## config.mk

```make
export PLATFORM = sky130hd
export DESIGN_NAME = ufec_front
export DESIGN_NICKNAME = d
export VERILOG_FILES = /design/src/hdl/ufec_pkg.sv /design/src/hdl/ufec_front.sv
export SDC_FILE = /design/constraint.sdc
export NUM_CORES = 1
export LEC_CHECK = 0
export BUFFER_PORTS_ARGS = -buffer_cell sky130_fd_sc_hd__buf_4
export CAP_MARGIN = 20
export CORE_MARGIN = 2
export CORE_UTILIZATION = 32
export DETAILED_ROUTE_END_ITERATION = 12
export GPL_TIMING_DRIVEN = 1
export HOLD_SLACK_MARGIN = 0.02
export MAX_ROUTING_LAYER = met4
export PLACE_DENSITY = 0.52
export SYNTH_ARGS = -nofsm -noshare
export SYNTH_HDL_FRONTEND = slang
export SYNTH_SLANG_ARGS = --single-unit
```

## constraint.sdc

```tcl
create_clock -name clk -period 3.4 [get_ports clk]
set_input_delay 0.51 -clock clk [delete_from_list [all_inputs] [get_ports clk]]
set_output_delay 0.51 -clock clk [all_outputs]
set_load 0.03 [all_outputs]
```

## src/hdl/ufec_pkg.sv

```systemverilog
// Package for the union-find edge classifier.
// Node count, payload structs, front/back queue entry type and back-end state codes.
// No dependencies.
package ufec_pkg;

  localparam int NODES = 1024;

  typedef struct packed {
    logic [9:0] node_a;
    logic [9:0] node_b;
  } edge_t;

  typedef struct packed {
    logic        redundant;
    logic [9:0]  root;
    logic [10:0] set_size;
    logic        bad_node;
  } result_t;

  // queue entry from front to back
  typedef struct packed {
    logic       bad;
    logic [9:0] node_a;
    logic [9:0] node_b;
  } job_t;

  typedef enum logic [3:0] {
    ST_IDLE,
    ST_CLEAR,
    ST_FIND_RD,
    ST_FIND_CHK,
    ST_COMP_RD,
    ST_COMP_WR,
    ST_SIZE_RD,
    ST_SIZE_CHK,
    ST_MERGE,
    ST_OUT
  } be_state_t;

endpackage

```

## src/hdl/ufec_front.sv

```systemverilog
// Front end: takes edges, flags endpoints outside the node limit, and
// pushes jobs into a two-entry queue toward the back end. Uses ufec_pkg.
module ufec_front (
  input  logic            clk,
  input  logic            rst,
  input  logic            in_valid,
  output logic            in_stall,
  input  ufec_pkg::edge_t in_data,
  input  logic [10:0]     node_count,
  output logic            job_valid,
  output ufec_pkg::job_t  job,
  input  logic            job_take
);
  import ufec_pkg::*;

  localparam logic [16:0] NodesW = 17'(NODES);

  job_t       q [2];
  logic       rd_ptr, wr_ptr;
  logic [1:0] fill;
  logic [16:0] limit;
  logic       push;
  job_t       nj;

  assign limit = ({6'd0, node_count} < NodesW) ? {6'd0, node_count} : NodesW;
  assign in_stall = (fill == 2'd2);
  assign push = in_valid && !in_stall;
  assign nj.bad = ({7'd0, in_data.node_a} >= limit) || ({7'd0, in_data.node_b} >= limit);
  assign nj.node_a = in_data.node_a;
  assign nj.node_b = in_data.node_b;
  assign job_valid = (fill != 2'd0);
  assign job = q[rd_ptr];

  always_ff @(posedge clk) begin
    if (rst) begin
      rd_ptr <= 1'b0;
      wr_ptr <= 1'b0;
      fill <= 2'd0;
    end else begin
      if (push) wr_ptr <= !wr_ptr;
      if (job_take) rd_ptr <= !rd_ptr;
      fill <= fill + {1'b0, push} - {1'b0, job_take};
    end
  end

  always_ff @(posedge clk) begin
    if (push) q[wr_ptr] <= nj;
  end

endmodule

```

==> results.py <==
metrics = {
    "final_layout": {
        "insertedDiodeCount": 0,
        "layout.core_utilization_pct": 42.1,
        "areaGrowthSynthToFinish_pct": 28.1,
        "drive_above_1_share_pct": 42.6,
        "layout.nets": 265,
    },
    "drt": {
        "drt.antenna.violating_nets": 0,
        "detailroute.wirelength.met2_um": 2400,
        "vias_per_cell": 4.76,
        "drt-pass1-iter-count": 5,
        "drt_drc": 0,
        "totalWireLength_um": 4540,
        "met3RoutedLength_um": 198,
        "wl_met1_um": 1870,
        "drtIter0Drc": 40,
        "topRoutingLayerUsed": "met4",
        "detailroute.via_count": 1375,
        "routedWlPerCell_um": 15.7,
    },
    "logic_synthesis": {
        "netlist-cell-type-count": 26,
        "synth.avg_cell_area_um2": 15.2,
        "synth.top_cells.by_area": "edfxtp_1 (57%), ha_1 (12%), mux2_2 (11%), dfxtp_1 (4.5%), nand2b_1 (3.4%)",
        "postSynth.topFlopCell": "edfxtp_1",
        "edff_count_synth": 42,
        "syn-instance-count": 145,
        "netlist.area_leader.share_pct": 57.1,
        "synth_nets": 202,
        "mappedNetlistArea_um2": 2210,
        "ys_ff_latch": 47,
        "synth_common_cells": "edfxtp_1 (42), ha_1 (22), mux2_2 (21)",
        "synthArstFlopShare_pct": 0,
        "post-synth-top-area-cell": "edfxtp_1",
        "synth_warnings": 0,
        "synth.yosys.seq_area_share_pct": 61.7,
        "post-synth-top-count-cell": "edfxtp_1",
    },
    "critical_path": {
        "cp-start-kind": "flop",
        "worst_setup_path_end_kind": "output port",
        "worstPathArrival_ns": 1.86,
        "crit_fanout": 21,
        "timing.setup.critical_path_class": "flop to output port",
        "worst-endpoint-required_ns": 2.89,
    },
    "clock_network": {
        "postCtsHoldBufs": 0,
        "clockRootBuffer": "clkbuf_8",
        "clockBufferDepth": 2,
        "cts_inserted_buffers": 5,
        "post_cts.repair.setup_buffers": 0,
        "post_cts_resize_count": 0,
        "clk_pin_slew_worst_paths_ns": 0.08,
        "cts_tree": "yes",
        "cts_sinks": 47,
        "insertion_delay_ns": 0.29,
        "ctsHtreeMaxLevel": 2,
    },
    "pwr": {
        "power_density_nw_per_um2": 555,
        "peak_ir_drop_on_the_vdd_network_v": 0.000241,
        "power.leakage_nw": 1.14,
    },
    "sta": {
        "timing.max_slew.rel_slack_pct": 34.7,
        "min_period_over_period_pct": 69.8,
        "timing.clock.skew_ns": 0.00835,
        "final.min_clock_period_ns": 2.37,
        "hold_violations": 0,
        "timing_max_transition_violations_final": 0,
        "tightestPinTransition_ns": 0.978,
        "max_freq_mhz": 421,
        "setup_viol": 0,
        "tns_ns": 0,
        "rsz0062_at_grt": "false",
    },
    "floorplan": {
        "starting_density_of_the_core_pct": 32.8,
        "fp.coreArea_um2": 6720,
        "dieHeight_um": 87.1,
        "die-area_um2": 7580,
        "die-width_um": 87.1,
        "floorplan.rows": 30,
        "design.portCount": 58,
    },
    "global_route": {
        "grt_pass1_wl_um": 7170,
        "first_global_vias": 1495,
        "grt.total_usage_pct": 12.9,
        "largest_net_degree_at_the_start_of_global_routing": 22,
        "global_route_congestion_overflow_total": 0,
        "grt_antenna_before_repair": 0,
    },
    "run_status": {
        "run_status": "finished, final reports clean",
    },
    "placement": {
        "port_buffers": 57,
        "finalWeightedCongestion": 0.828,
        "dp_hpwl_um": 3440,
    },
    "min_path": {
        "timing.hold.worst.class": "input pin to flop",
    },
    "flow_run": {
        "number_of_maximum_capacitance_constraint_violations": 0,
    },
}
-- area by class of cell --
| class | count | area (µm²) |
|---|---|---|
| fillers | 641 | 3890 |
| clock buffers | 6 | 72.6 |
| repair buffers | 59 | 450 |
| multi-input cells | 91 | 820 |
| clock inverters | 2 | 7.51 |
| inverters | 4 | 15.0 |
| flip-flops and latches | 47 | 1360 |
| well taps | 80 | 100 |
-- critical path, stage by stage (launching register included) --
cell	delay [ns]
dfxtp_1	0.97
mux2_2	0.43
buf_4	0.17
-- layer usage --
| metal | GRT usage, % | vias to the layer above |
|---|---|---|
| met2 | 22.6 | 36 |
| met1 | 14.8 | 664 |
| li1 | - | 670 |
| met4 | 3.84 | 0 |
| met3 | 2.84 | 5 |
| met5 | - | - |
-- flip-flops by register name, indices dropped and copies added (netlist names), named ones only --
| register | count |
|---|---|
| rd_ptr | 1 |
| wr_ptr | 1 |
| q | 42 |
| fill | 2 |
-- cell usage in the layout, fill, tap and decap left out --
| cell | n |
|---|---|
| a2111oi_2 | 1 |
| a21o_1 | 3 |
| a21oi_1 | 5 |
| a21oi_2 | 1 |
| a31oi_1 | 2 |
| and3_1 | 1 |
| and4_1 | 1 |
| buf_4 | 58 |
| buf_8 | 1 |
| clkbuf_1 | 1 |
| clkbuf_8 | 5 |
| clkinv_1 | 2 |
| dfxtp_1 | 5 |
| edfxtp_1 | 42 |
| ha_1 | 22 |
| inv_1 | 4 |
| mux2_2 | 21 |
| nand2_1 | 2 |
| nand2b_1 | 12 |
| nand3_1 | 1 |
| nand4_1 | 2 |
| nor2_1 | 4 |
| nor2_2 | 1 |
| nor2b_1 | 3 |
| o2111ai_1 | 2 |
| o21ai_0 | 1 |
| o21ai_1 | 1 |
| or2_2 | 1 |
| xnor2_1 | 2 |
| xor2_1 | 2 |
-- final timing paths --
check | start | to | slack (ns) | cells past startpoint
setup / recovery | flop | job[20] | 1.03 | 2
hold / removal | rst | wr_ptr$_SDFFE_PP0P_ | 0.41 | 2
setup reg to reg | fill[0]$_SDFF_PP0_ | q[0][7]$_DFFE_PP_ | 1.64 | 4
hold reg to reg | rd_ptr$_SDFFE_PP0P_ | flop | 0.53 | 2
-- power by group --
part           internal, mW  switching, mW
registers             0.737         0.0354
logic                 0.207          0.278
clock network         0.140          0.170
total                  1.08          0.483
-- metrics by stage --
stage	total power, mW	worst slack (ns)	area, µm²	hold WS, ns	std cells
after floorplan	1.08	1.40	2210	0.480	145
after global placement	1.26	1.30	2730	0.502	280
after detailed placement	1.28	1.24	2730	0.506	280
after CTS	1.59	0.966	2810	0.397	288
after global routing	1.66	0.900	2830	0.396	289
final	1.57	1.03	2830	0.408	289
-- cell families after synthesis --
group | share of synthesized area [%]
AOI/OAI and AO/OA | 5.04
adders and majority gates | 12.5
DFF | 61.7
muxes | 10.7
xor gates and xnor gates | 1.59
buffers and inverters | 1.30
and+or+nand+nor | 7.20
(Power assumes the default switching activity.)
